File: src/rtl/mmrc_pkg.sv
// Shared types, constants and the descriptor classifier for the memory map
// region coalescer. No dependencies; every rtl file imports this package.
`timescale 1ns / 1ps

package mmrc_pkg;

  localparam int MAX_REGIONS_DEF = 256;
  localparam int PAGE_SHIFT      = 12;
  localparam int QDEPTH          = 4;
  localparam int QA_W            = $clog2(QDEPTH);

  // UEFI memory type codes
  localparam logic [3:0] T_RESERVED  = 4'd0;
  localparam logic [3:0] T_LDR_CODE  = 4'd1;
  localparam logic [3:0] T_LDR_DATA  = 4'd2;
  localparam logic [3:0] T_BS_CODE   = 4'd3;
  localparam logic [3:0] T_BS_DATA   = 4'd4;
  localparam logic [3:0] T_CONV      = 4'd7;
  localparam logic [3:0] T_UNUSABLE  = 4'd8;
  localparam logic [3:0] T_ACPI_RECL = 4'd9;
  localparam logic [3:0] T_ACPI_NVS  = 4'd10;

  // Internal region classes; unusable is reported as class 7 plus a flag
  localparam logic [3:0] C_RAM       = 4'd0;
  localparam logic [3:0] C_RESERVED  = 4'd1;
  localparam logic [3:0] C_ACPI      = 4'd2;
  localparam logic [3:0] C_NVS       = 4'd3;
  localparam logic [3:0] C_LDR_CODE  = 4'd4;
  localparam logic [3:0] C_LDR_DATA  = 4'd5;
  localparam logic [3:0] C_BS_CODE   = 4'd6;
  localparam logic [3:0] C_BS_DATA   = 4'd7;
  localparam logic [3:0] C_UNUSABLE  = 4'd8;

  typedef struct packed {
    logic       keep;
    logic [3:0] cls;
  } cls_res_t;

  // A finished region as handed from the front to the back. The end is
  // 65 bits so that an address end beyond 2^64 keeps its carry.
  typedef struct packed {
    logic [63:0] start;
    logic [64:0] end_a;
    logic [3:0]  cls;
    logic [3:0]  src;
    logic        fin;
    logic        ovf;
  } rec_t;

  typedef struct packed {
    logic room2;
    logic nonempty;
  } q_stat_t;

  function automatic cls_res_t classify(input logic [3:0] t, input logic wb,
                                        input logic ebs);
    cls_res_t r;
    r.keep = 1'b1;
    r.cls  = C_RESERVED;
    case (t)
      T_RESERVED:  r.cls = C_RESERVED;
      T_LDR_CODE:  r.cls = C_LDR_CODE;
      T_LDR_DATA:  r.cls = C_LDR_DATA;
      T_BS_CODE:   r.cls = !ebs ? C_BS_CODE : (wb ? C_RAM : C_RESERVED);
      T_BS_DATA:   r.cls = !ebs ? C_BS_DATA : (wb ? C_RAM : C_RESERVED);
      T_CONV:      r.cls = wb ? C_RAM : C_RESERVED;
      T_UNUSABLE:  r.cls = C_UNUSABLE;
      T_ACPI_RECL: r.cls = C_ACPI;
      T_ACPI_NVS:  r.cls = C_NVS;
      default:     r.keep = 1'b0;
    endcase
    return r;
  endfunction

endpackage

File: src/rtl/mmrc_front.sv
// Front end: registers each descriptor, classifies it, holds the pending
// region and merges RAM into it. Finished regions go out as rec_t records.
// Depends on mmrc_pkg.
`timescale 1ns / 1ps

module mmrc_front #(
  parameter int MAX_REGIONS = mmrc_pkg::MAX_REGIONS_DEF
) (
  input  logic                  clk,
  input  logic                  rst_n,
  input  logic                  ebs,
  input  logic                  push,
  output logic                  full,
  input  logic [3:0]            in_mem_type,
  input  logic [63:0]           in_phys_start,
  input  logic [51:0]           in_page_count,
  input  logic                  in_write_back,
  input  logic                  in_last_descriptor,
  input  mmrc_pkg::q_stat_t     q_stat,
  output logic [1:0]            wr_cnt,
  output mmrc_pkg::rec_t        rec0,
  output mmrc_pkg::rec_t        rec1
);
  import mmrc_pkg::*;

  localparam int CNT_W = $clog2(MAX_REGIONS + 1);

  // input stage
  logic        s0_v_r;
  logic [3:0]  s0_type_r;
  logic [63:0] s0_start_r;
  logic [64:0] s0_end_r;
  logic [3:0]  s0_cls_r;
  logic        s0_keep_r;
  logic        s0_last_r;

  // pending region and per-map state
  logic             pv_r, pv_nxt;
  logic [63:0]      ps_r, ps_nxt;
  logic [64:0]      pe_r, pe_nxt;
  logic [3:0]       pc_r, pc_nxt;
  logic [3:0]       psrc_r, psrc_nxt;
  logic [CNT_W-1:0] cnt_r, cnt_nxt;
  logic             ovf_r, ovf_nxt;

  cls_res_t    cr;
  logic [63:0] size_in;
  logic        accept, go;
  logic        merge, open, ovf_set;
  logic [64:0] merged_end;
  rec_t        rec_a, rec_b;

  assign full   = s0_v_r && !q_stat.room2;
  assign accept = push && !full;
  assign go     = s0_v_r && q_stat.room2;

  assign cr      = classify(in_mem_type, in_write_back, ebs);
  assign size_in = {in_page_count, PAGE_SHIFT'(0)};

  always_ff @(posedge clk) begin
    if (!rst_n) begin
      s0_v_r <= 1'b0;
    end else if (accept) begin
      s0_v_r <= 1'b1;
    end else if (go) begin
      s0_v_r <= 1'b0;
    end
  end

  always_ff @(posedge clk) begin
    if (accept) begin
      s0_type_r  <= in_mem_type;
      s0_start_r <= in_phys_start;
      s0_end_r   <= {1'b0, in_phys_start} + {1'b0, size_in};
      s0_cls_r   <= cr.cls;
      s0_keep_r  <= cr.keep && (in_page_count != '0);
      s0_last_r  <= in_last_descriptor;
    end
  end

  // A RAM descriptor joins the held RAM region when the held end reaches its
  // start and no overflow is flagged; the new end is the larger 65-bit end.
  always_comb begin
    merge = s0_keep_r && (s0_cls_r == C_RAM) && pv_r && (pc_r == C_RAM) && !ovf_r &&
            (pe_r >= {1'b0, s0_start_r});
    merged_end = (pe_r > s0_end_r) ? pe_r : s0_end_r;
    open    = s0_keep_r && !merge && (cnt_r < CNT_W'(MAX_REGIONS));
    ovf_set = s0_keep_r && !merge && !(cnt_r < CNT_W'(MAX_REGIONS));

    pv_nxt   = pv_r;
    ps_nxt   = ps_r;
    pe_nxt   = pe_r;
    pc_nxt   = pc_r;
    psrc_nxt = psrc_r;
    cnt_nxt  = cnt_r;
    ovf_nxt  = ovf_r || ovf_set;
    if (open) begin
      pv_nxt   = 1'b1;
      ps_nxt   = s0_start_r;
      pe_nxt   = s0_end_r;
      pc_nxt   = s0_cls_r;
      psrc_nxt = s0_type_r;
      cnt_nxt  = cnt_r + CNT_W'(1);
    end else if (merge) begin
      pe_nxt = merged_end;
    end

    rec_a.start = ps_r;
    rec_a.end_a = pe_r;
    rec_a.cls   = pc_r;
    rec_a.src   = psrc_r;
    rec_a.fin   = 1'b0;
    rec_a.ovf   = ovf_r;

    rec_b.start = ps_nxt;
    rec_b.end_a = pe_nxt;
    rec_b.cls   = pc_nxt;
    rec_b.src   = psrc_nxt;
    rec_b.fin   = 1'b1;
    rec_b.ovf   = ovf_nxt;

    wr_cnt = 2'd0;
    rec0   = rec_a;
    rec1   = rec_b;
    if (go) begin
      if (open && pv_r) begin
        wr_cnt = (s0_last_r && pv_nxt) ? 2'd2 : 2'd1;
      end else if (s0_last_r && pv_nxt) begin
        wr_cnt = 2'd1;
        rec0   = rec_b;
      end
    end

    // The last descriptor of a map returns all map state to reset.
    if (s0_last_r) begin
      pv_nxt  = 1'b0;
      cnt_nxt = '0;
      ovf_nxt = 1'b0;
    end
  end

  always_ff @(posedge clk) begin
    if (!rst_n) begin
      pv_r  <= 1'b0;
      cnt_r <= '0;
      ovf_r <= 1'b0;
    end else if (go) begin
      pv_r  <= pv_nxt;
      cnt_r <= cnt_nxt;
      ovf_r <= ovf_nxt;
    end
  end

  always_ff @(posedge clk) begin
    if (go) begin
      ps_r   <= ps_nxt;
      pe_r   <= pe_nxt;
      pc_r   <= pc_nxt;
      psrc_r <= psrc_nxt;
    end
  end

  assert property (@(posedge clk) disable iff (!rst_n)
    (go && s0_last_r) |=> (!pv_r && cnt_r == '0 && !ovf_r))
    else $error("map state not cleared after last descriptor");

  assert property (@(posedge clk) disable iff (!rst_n)
    (pv_r == 1'b0) |-> (cnt_r == '0))
    else $error("region count without a held region");

endmodule

File: src/rtl/mmrc_queue.sv
// Short queue of region records between front and back: up to two writes
// and one read per cycle. Depends on mmrc_pkg.
`timescale 1ns / 1ps

module mmrc_queue (
  input  logic               clk,
  input  logic               rst_n,
  input  logic [1:0]         wr_cnt,
  input  mmrc_pkg::rec_t     wr0,
  input  mmrc_pkg::rec_t     wr1,
  input  logic               rd_en,
  output mmrc_pkg::rec_t     rd_data,
  output mmrc_pkg::q_stat_t  stat
);
  import mmrc_pkg::*;

  rec_t            mem [QDEPTH];
  logic [QA_W-1:0] head_r, tail_r;
  logic [QA_W:0]   count_r;

  assign rd_data       = mem[head_r];
  assign stat.nonempty = (count_r != '0);
  assign stat.room2    = (count_r <= (QA_W+1)'(QDEPTH - 2));

  always_ff @(posedge clk) begin
    if (wr_cnt != 2'd0) begin
      mem[tail_r] <= wr0;
    end
    if (wr_cnt == 2'd2) begin
      mem[tail_r + QA_W'(1)] <= wr1;
    end
  end

  always_ff @(posedge clk) begin
    if (!rst_n) begin
      head_r  <= '0;
      tail_r  <= '0;
      count_r <= '0;
    end else begin
      tail_r  <= tail_r + QA_W'(wr_cnt);
      head_r  <= head_r + QA_W'(rd_en);
      count_r <= count_r + (QA_W+1)'(wr_cnt) - (QA_W+1)'(rd_en);
    end
  end

  assert property (@(posedge clk) disable iff (!rst_n)
    count_r <= (QA_W+1)'(QDEPTH))
    else $error("queue count beyond depth");

  assert property (@(posedge clk) disable iff (!rst_n)
    rd_en |-> stat.nonempty)
    else $error("read from empty queue");

  assert property (@(posedge clk) disable iff (!rst_n)
    (wr_cnt != 2'd0) |-> stat.room2)
    else $error("write into queue without room");

endmodule

File: src/rtl/mmrc_back.sv
// Back end: takes region records from the queue, computes the saturated
// size, keeps the running RAM totals and holds the result item for the
// output side. Depends on mmrc_pkg.
`timescale 1ns / 1ps

module mmrc_back (
  input  logic               clk,
  input  logic               rst_n,
  input  mmrc_pkg::q_stat_t  q_stat,
  input  mmrc_pkg::rec_t     q_data,
  output logic               q_rd,
  output logic               empty,
  input  logic               pop,
  output logic [63:0]        out_region_start,
  output logic [63:0]        out_region_size,
  output logic [2:0]         out_region_class,
  output logic               out_region_unusable,
  output logic [3:0]         out_source_type,
  output logic               out_final_region,
  output logic [63:0]        out_total_ram_bytes,
  output logic [63:0]        out_largest_ram_bytes,
  output logic               out_table_overflow
);
  import mmrc_pkg::*;

  logic        s1_v_r;
  logic [63:0] s1_start_r, s1_size_r;
  logic [3:0]  s1_cls_r, s1_src_r;
  logic        s1_fin_r, s1_ovf_r;

  logic        ov_r;
  logic [63:0] tot_r, tot_nxt, lg_r, lg_nxt;
  logic [63:0] tot_sum, lg_new;

  logic        adv_out, s1_move;
  logic [64:0] diff, sum;

  assign adv_out = !ov_r || pop;
  assign s1_move = s1_v_r && adv_out;
  assign q_rd    = q_stat.nonempty && (!s1_v_r || adv_out);
  assign empty   = !ov_r;

  // An end at least 2^64 past the start saturates the size.
  assign diff = q_data.end_a - {1'b0, q_data.start};

  always_ff @(posedge clk) begin
    if (!rst_n) begin
      s1_v_r <= 1'b0;
    end else if (q_rd) begin
      s1_v_r <= 1'b1;
    end else if (s1_move) begin
      s1_v_r <= 1'b0;
    end
  end

  always_ff @(posedge clk) begin
    if (q_rd) begin
      s1_start_r <= q_data.start;
      s1_size_r  <= diff[64] ? '1 : diff[63:0];
      s1_cls_r   <= q_data.cls;
      s1_src_r   <= q_data.src;
      s1_fin_r   <= q_data.fin;
      s1_ovf_r   <= q_data.ovf;
    end
  end

  always_comb begin
    sum    = {1'b0, tot_r} + {1'b0, s1_size_r};
    tot_sum = tot_r;
    lg_new  = lg_r;
    if (s1_cls_r == C_RAM) begin
      tot_sum = sum[64] ? '1 : sum[63:0];
      lg_new  = (s1_size_r > lg_r) ? s1_size_r : lg_r;
    end
    tot_nxt = s1_fin_r ? '0 : tot_sum;
    lg_nxt  = s1_fin_r ? '0 : lg_new;
  end

  always_ff @(posedge clk) begin
    if (!rst_n) begin
      ov_r  <= 1'b0;
      tot_r <= '0;
      lg_r  <= '0;
    end else begin
      if (s1_move) begin
        ov_r  <= 1'b1;
        tot_r <= tot_nxt;
        lg_r  <= lg_nxt;
      end else if (pop) begin
        ov_r <= 1'b0;
      end
    end
  end

  always_ff @(posedge clk) begin
    if (s1_move) begin
      out_region_start      <= s1_start_r;
      out_region_size       <= s1_size_r;
      out_region_class      <= (s1_cls_r >= C_UNUSABLE) ? 3'(C_BS_DATA) : s1_cls_r[2:0];
      out_region_unusable   <= (s1_cls_r == C_UNUSABLE);
      out_source_type       <= s1_src_r;
      out_final_region      <= s1_fin_r;
      out_total_ram_bytes   <= tot_sum;
      out_largest_ram_bytes <= lg_new;
      out_table_overflow    <= s1_ovf_r;
    end
  end

  assert property (@(posedge clk) disable iff (!rst_n)
    (s1_move && s1_fin_r) |=> (tot_r == '0 && lg_r == '0))
    else $error("RAM totals not cleared after final region");

  assert property (@(posedge clk) disable iff (!rst_n)
    s1_move |=> (out_total_ram_bytes >= out_largest_ram_bytes))
    else $error("largest RAM region exceeds RAM total");

endmodule

File: src/rtl/memory_map_region_coalescer.sv
// Memory map region coalescer, top level: configuration register, front end,
// record queue and back end. Depends on mmrc_pkg, mmrc_front, mmrc_queue
// and mmrc_back.
//
// Usage: descriptors enter on the in_ ports with push; an item is taken at
// a clock edge with push high and full low. Result items leave on the out_
// ports; the oldest is shown while empty is low and is taken with pop.
// cfg_wr_en writes cfg_wr_data into the boot-exit register; write it only
// while the block is idle.
// A descriptor that releases a region shows it on the out_ ports once it has
// passed the input register, the record queue, the size stage and the output
// register, when nothing is stalled.
// Throughput: one descriptor per cycle while full is low. A descriptor can
// release two regions; the back end delivers at most one result item per
// cycle, so a run of them fills the four-entry queue and full rises.
// Reset (rst_n low at a clock edge) empties all stages and the queue, drops
// any held region and clears the boot-exit register. When pop stays low, the
// result is held, the back end and then the queue fill, and full rises; no
// item is lost.
`timescale 1ns / 1ps

module memory_map_region_coalescer #(
  parameter int MAX_REGIONS = mmrc_pkg::MAX_REGIONS_DEF
) (
  input  logic        clk,
  input  logic        rst_n,
  input  logic        cfg_wr_en,
  input  logic        cfg_wr_data,
  input  logic        push,
  output logic        full,
  input  logic [3:0]  in_mem_type,
  input  logic [63:0] in_phys_start,
  input  logic [51:0] in_page_count,
  input  logic        in_write_back,
  input  logic        in_last_descriptor,
  output logic        empty,
  input  logic        pop,
  output logic [63:0] out_region_start,
  output logic [63:0] out_region_size,
  output logic [2:0]  out_region_class,
  output logic        out_region_unusable,
  output logic [3:0]  out_source_type,
  output logic        out_final_region,
  output logic [63:0] out_total_ram_bytes,
  output logic [63:0] out_largest_ram_bytes,
  output logic        out_table_overflow
);
  import mmrc_pkg::*;

  logic      ebs_r;
  q_stat_t   q_stat;
  logic [1:0] wr_cnt;
  rec_t      rec0, rec1, q_data;
  logic      q_rd;

  always_ff @(posedge clk) begin
    if (!rst_n) begin
      ebs_r <= 1'b0;
    end else if (cfg_wr_en) begin
      ebs_r <= cfg_wr_data;
    end
  end

  mmrc_front #(
    .MAX_REGIONS(MAX_REGIONS)
  ) u_front (
    .clk               (clk),
    .rst_n             (rst_n),
    .ebs               (ebs_r),
    .push              (push),
    .full              (full),
    .in_mem_type       (in_mem_type),
    .in_phys_start     (in_phys_start),
    .in_page_count     (in_page_count),
    .in_write_back     (in_write_back),
    .in_last_descriptor(in_last_descriptor),
    .q_stat            (q_stat),
    .wr_cnt            (wr_cnt),
    .rec0              (rec0),
    .rec1              (rec1)
  );

  mmrc_queue u_queue (
    .clk    (clk),
    .rst_n  (rst_n),
    .wr_cnt (wr_cnt),
    .wr0    (rec0),
    .wr1    (rec1),
    .rd_en  (q_rd),
    .rd_data(q_data),
    .stat   (q_stat)
  );

  mmrc_back u_back (
    .clk                  (clk),
    .rst_n                (rst_n),
    .q_stat               (q_stat),
    .q_data               (q_data),
    .q_rd                 (q_rd),
    .empty                (empty),
    .pop                  (pop),
    .out_region_start     (out_region_start),
    .out_region_size      (out_region_size),
    .out_region_class     (out_region_class),
    .out_region_unusable  (out_region_unusable),
    .out_source_type      (out_source_type),
    .out_final_region     (out_final_region),
    .out_total_ram_bytes  (out_total_ram_bytes),
    .out_largest_ram_bytes(out_largest_ram_bytes),
    .out_table_overflow   (out_table_overflow)
  );

endmodule

File: config.mk
export PLATFORM = sky130hd
export DESIGN_NAME = memory_map_region_coalescer
export DESIGN_NICKNAME = d
export VERILOG_FILES = /design/src/rtl/mmrc_pkg.sv /design/src/rtl/mmrc_front.sv /design/src/rtl/mmrc_queue.sv /design/src/rtl/mmrc_back.sv /design/src/rtl/memory_map_region_coalescer.sv
export SDC_FILE = /design/constraint.sdc
export NUM_CORES = 2
export LEC_CHECK = 0
export ABC_AREA = 1
export BUFFER_PORTS_ARGS = -buffer_cell sky130_fd_sc_hd__buf_2
export CAP_MARGIN = 0
export CORE_ASPECT_RATIO = 1.4
export CORE_MARGIN = 2
export CORE_UTILIZATION = 35
export DETAILED_ROUTE_END_ITERATION = 8
export GPL_ROUTABILITY_DRIVEN = 0
export HOLD_SLACK_MARGIN = 0.03
export PLACE_DENSITY = 0.49
export RECOVER_POWER = 50
export SYNTH_ARGS = -nofsm -noshare
export SYNTH_HDL_FRONTEND = slang
export SYNTH_SLANG_ARGS = --single-unit
File: constraint.sdc
create_clock -name clk -period 9.4 [get_ports clk]
set_input_delay 0 -clock clk [delete_from_list [all_inputs] [get_ports clk]]
set_output_delay 0 -clock clk [all_outputs]
set_load 0.02 [all_outputs]
==> impl_metrics.json <==
{
  "post-place-cells": 12026,
  "power.net_switching_w": 0.01165,
  "yosysWarnings": 0,
  "clock-root-buffer": "sky130_fd_sc_hd__clkbuf_16",
  "die-area_um2": 224600,
  "critical_path_class": "register to register",
  "status": "complete, but fails checks",
  "final_core_util": 0.4052,
  "comb_power_share": 0.424,
  "post_synth_most_frequent_cells": "2733 x sky130_fd_sc_hd__nand2_1, 1220 x sky130_fd_sc_hd__edfxtp_1, 866 x sky130_fd_sc_hd__inv_1, 864 x sky130_fd_sc_hd__nand3_1, 564 x sky130_fd_sc_hd__a21oi_1",
  "hold_viol": 0,
  "hpwl_mm": 199.0,
  "number_of_vias_per_cell": 5.360,
  "holdPathEnd": "u_back.ov_r",
  "synth-async-reset-ratio": 0,
  "area_growth_syn_to_layout_pct": 15.37,
  "synthesis.area_per_instance_um2": 8.550,
  "core_outline_area_um2": 220000,
  "synth.area.top_cells": "sky130_fd_sc_hd__edfxtp_1 47%, sky130_fd_sc_hd__nand2_1 13%, sky130_fd_sc_hd__ha_1 5.9%, sky130_fd_sc_hd__nand3_1 5.6%, sky130_fd_sc_hd__inv_1 4.2%",
  "power_density_nw_per_um2": 298.5,
  "final_skew_ns": 0.05366,
  "min-delay-start": "pop",
  "yosysMostFrequentCell": "sky130_fd_sc_hd__nand2_1",
  "seqCellArea_um2": 39720,
  "p_leak_nw": 37.10,
  "rr_endpoint": "u_back.s1_size_r[40]",
  "postSynthNetCount": 9537,
  "violations": "capacitance limit, slew limit",
  "wl_met1_mm": 117.7,
  "post_synth_edffs": 1220,
  "timing.hold.worst.class": "input port to register",
  "regMostFlops": "u_queue.mem",
  "num_vias": 67189,
  "place.port_buffers": 395,
  "tns_ns": 0,
  "largestRegisters": "u_queue.mem (556), u_front.pe_r (65), u_front.s0_end_r (65)",
  "switching_share": 0.4379,
  "timing.final.crit_period_ns": 7.816,
  "detail_route.first_pass.iterations": 8,
  "min_delay_path_depth": 5,
  "avgRoutedWirePerCell_um": 23.45,
  "multi_input_logic_area_um2": 32500,
  "die-width_um": 401.1,
  "first_iter_violations": 6061,
  "vdd.ir_drop.worst_mv": 0.2242,
  "gr-total-overflow": 0,
  "grt_pass1_wl_mm": 426.7,
  "groute.usage.overall": 0.2537,
  "top_signal_layer_used": "met5",
  "rr_worst_depth": 17,
  "yosys.area.top_type_share": 0.4741,
  "cts_made_buffers": 158,
  "fillCellCount": 22234,
  "post-cts-setup-buffers": 0,
  "grt_antenna_before_repair": 8,
  "layout.cells.non_filler": 12535,
  "initial_standard_cell_utilization_of_the_core": 0.3512,
  "cts_max_path_buffers": 4,
  "fmaxAchievable_mhz": 127.9,
  "grt_max_degree": 145,
  "clock_tree_from_tritoncts": "done",
  "synth.lib_cells_used.distinct": 53,
  "clock_transition_time_at_the_flip_flop_clock_pins_of_the_worst_setup_and_hold_paths_ns": 0.06,
  "die_y_um": 560.0,
  "rsz0062_at_grt": "false",
  "share_seq_of_total_power": 0.337,
  "fin_nets": 10031,
  "floorplan.rows": 204,
  "finalSetupViolCount": 0,
  "drt_drc_violations_left": 0,
  "largest_area_contributor_in_the_synthesized_netlist": "sky130_fd_sc_hd__edfxtp_1",
  "wl_met2_mm": 139.9,
  "timing.final.max_slew_violations": 946,
  "final_period_utilization": 0.8315,
  "worst_slew_margin_rel": -2.732,
  "grt_pass1_vias": 65113,
  "synthesis.instances": 9038,
  "cts_sinks": 1374,
  "crit_path_max_fanout": 87,
  "end_kind": "register",
  "setup.reg_to_reg.worst_slack_ns": 1.58,
  "floorplan.io_pins": 396,
  "synth.cell_area_um2": 77270,
  "routed_wl_mm": 294.0,
  "ys_dominant_reg_cell": "sky130_fd_sc_hd__edfxtp_1",
  "rr_startpoint": "u_queue.head_r[0]",
  "critical_path_required_time_ns": 9.93,
  "timing.critical_path.arrival_ns": 8.35,
  "synth-seq-cells": 1374,
  "largest_reg_flops": 556,
  "postRouteAntennaNets": 0,
  "drv.max_cap_violation_count": 17,
  "cellInternalPower_w": 0.01496,
  "layout-drive-gt1-share": 0.05338,
  "p_clk_frac": 0.239,
  "synth-seq-area-share": 0.5140,
  "setup.worst_path.start_class": "register",
  "clock_insertion_delay_worst_skew_ns": 0.85,
  "routed-wl-met3_mm": 19.68,
  "worst_slew_pin_slew_ns": 5.599,
  "cts_htree_levels": 4
}
-- worst max path at each step --
| stage | startpoint | endpoint | depth (start not counted) |
|---|---|---|---|
| floorplan | u_queue.count_r[2] | u_queue.mem[0][0] | 8 |
| CTS | u_front.s0_start_r[63] | u_queue.mem[3][58] | 24 |
| global placement | u_front.s0_start_r[63] | u_queue.mem[3][67] | 24 |
| finish | u_queue.head_r[0] | u_back.s1_size_r[40] | 17 |
| global route | u_queue.head_r[0] | u_back.s1_size_r[34] | 16 |
| detailed placement | u_front.s0_start_r[63] | u_queue.mem[3][64] | 24 |
-- logic make-up after synthesis --
group           count (synthesis)  share of synthesized area
xor+xnor                      144                    0.01632
flops                        1374                     0.5140
buf+inv                      1325                    0.06736
simple gates                 4475                     0.2431
fa+ha+maj                     371                    0.06046
compound gates               1349                    0.09877
-- area by class of cell --
class,instances,share of cell area
flip-flops and latches,1374,0.4455
clock inverters,92,0.01124
clock buffers,183,0.04657
repair buffers,699,0.05082
inverters,960,0.04070
multi-input cells,6339,0.3646
diodes,4,0.0001123
well taps,2884,0.04047
-- power groups by stage --
stage | clock network [W] | logic (W) | registers (W)
after global routing | 0.00671 | 0.0123 | 0.00906
after floorplan | 0 | 0.00675 | 0.00908
after global placement | 0 | 0.0111 | 0.00900
after detailed placement | 0 | 0.0111 | 0.00901
after CTS | 0.00648 | 0.0113 | 0.00888
final | 0.00635 | 0.0113 | 0.00897
-- per-layer routing --
layer	global-route usage	vias to the layer above
met3	0.03288	682
met1	0.3136	32053
met4	0.1288	4
met5	0	-
li1	-	31607
met2	0.4332	2843
-- worst max-delay path, cell delays in order (launching register included) --
cell and delay, ns:
sky130_fd_sc_hd__dfxtp_1 1.87, sky130_fd_sc_hd__inv_8 0.67, sky130_fd_sc_hd__clkbuf_1 0.99, sky130_fd_sc_hd__o21ai_0 0.47
sky130_fd_sc_hd__o22ai_1 0.25, sky130_fd_sc_hd__ha_1 0.45, sky130_fd_sc_hd__nand2_1 0.12, sky130_fd_sc_hd__o21ai_0 0.36
sky130_fd_sc_hd__a21oi_1 0.18, sky130_fd_sc_hd__o211ai_1 0.55, sky130_fd_sc_hd__a21oi_2 0.11, sky130_fd_sc_hd__inv_1 0.13
sky130_fd_sc_hd__nand4_1 0.11, sky130_fd_sc_hd__nand2_1 0.10, sky130_fd_sc_hd__nand2_1 0.06, sky130_fd_sc_hd__nand2_2 0.33
sky130_fd_sc_hd__buf_4 0.47, sky130_fd_sc_hd__nand3_1 0.18
-- placed cells by master, fill, tap and decap left out, drive strengths merged, types with 114 or more instances in the layout --
cell         instances
ha                 367
clkbuf             537
edfxtp            1220
inv                964
a21oi              565
nand3              867
dfxtp              154
o21ai              414
buf                114
nor2               532
dlygate4sd3        230
nand2             2737
-- metrics by stage --
stage                     setup WS (ns)  power [W]  instance area (µm²)  hold WS, ns
final                             1.584    0.02661                89150      0.06072
after global routing              1.220    0.02808                89150      0.08728
after CTS                         2.247    0.02665                89690      0.03966
after detailed placement          2.315    0.02015                82240       0.2020
after global placement            2.356    0.02010                82240       0.2053
after floorplan                   1.518    0.01583                77270      0.09345
-- timing repair --
item,4_1_cts,5_1_grt
hold buffers,230,0
resized for setup,0,0
endpoints found under the hold margin,282,0
No activity file was read; power rests on OpenSTA's default activity.
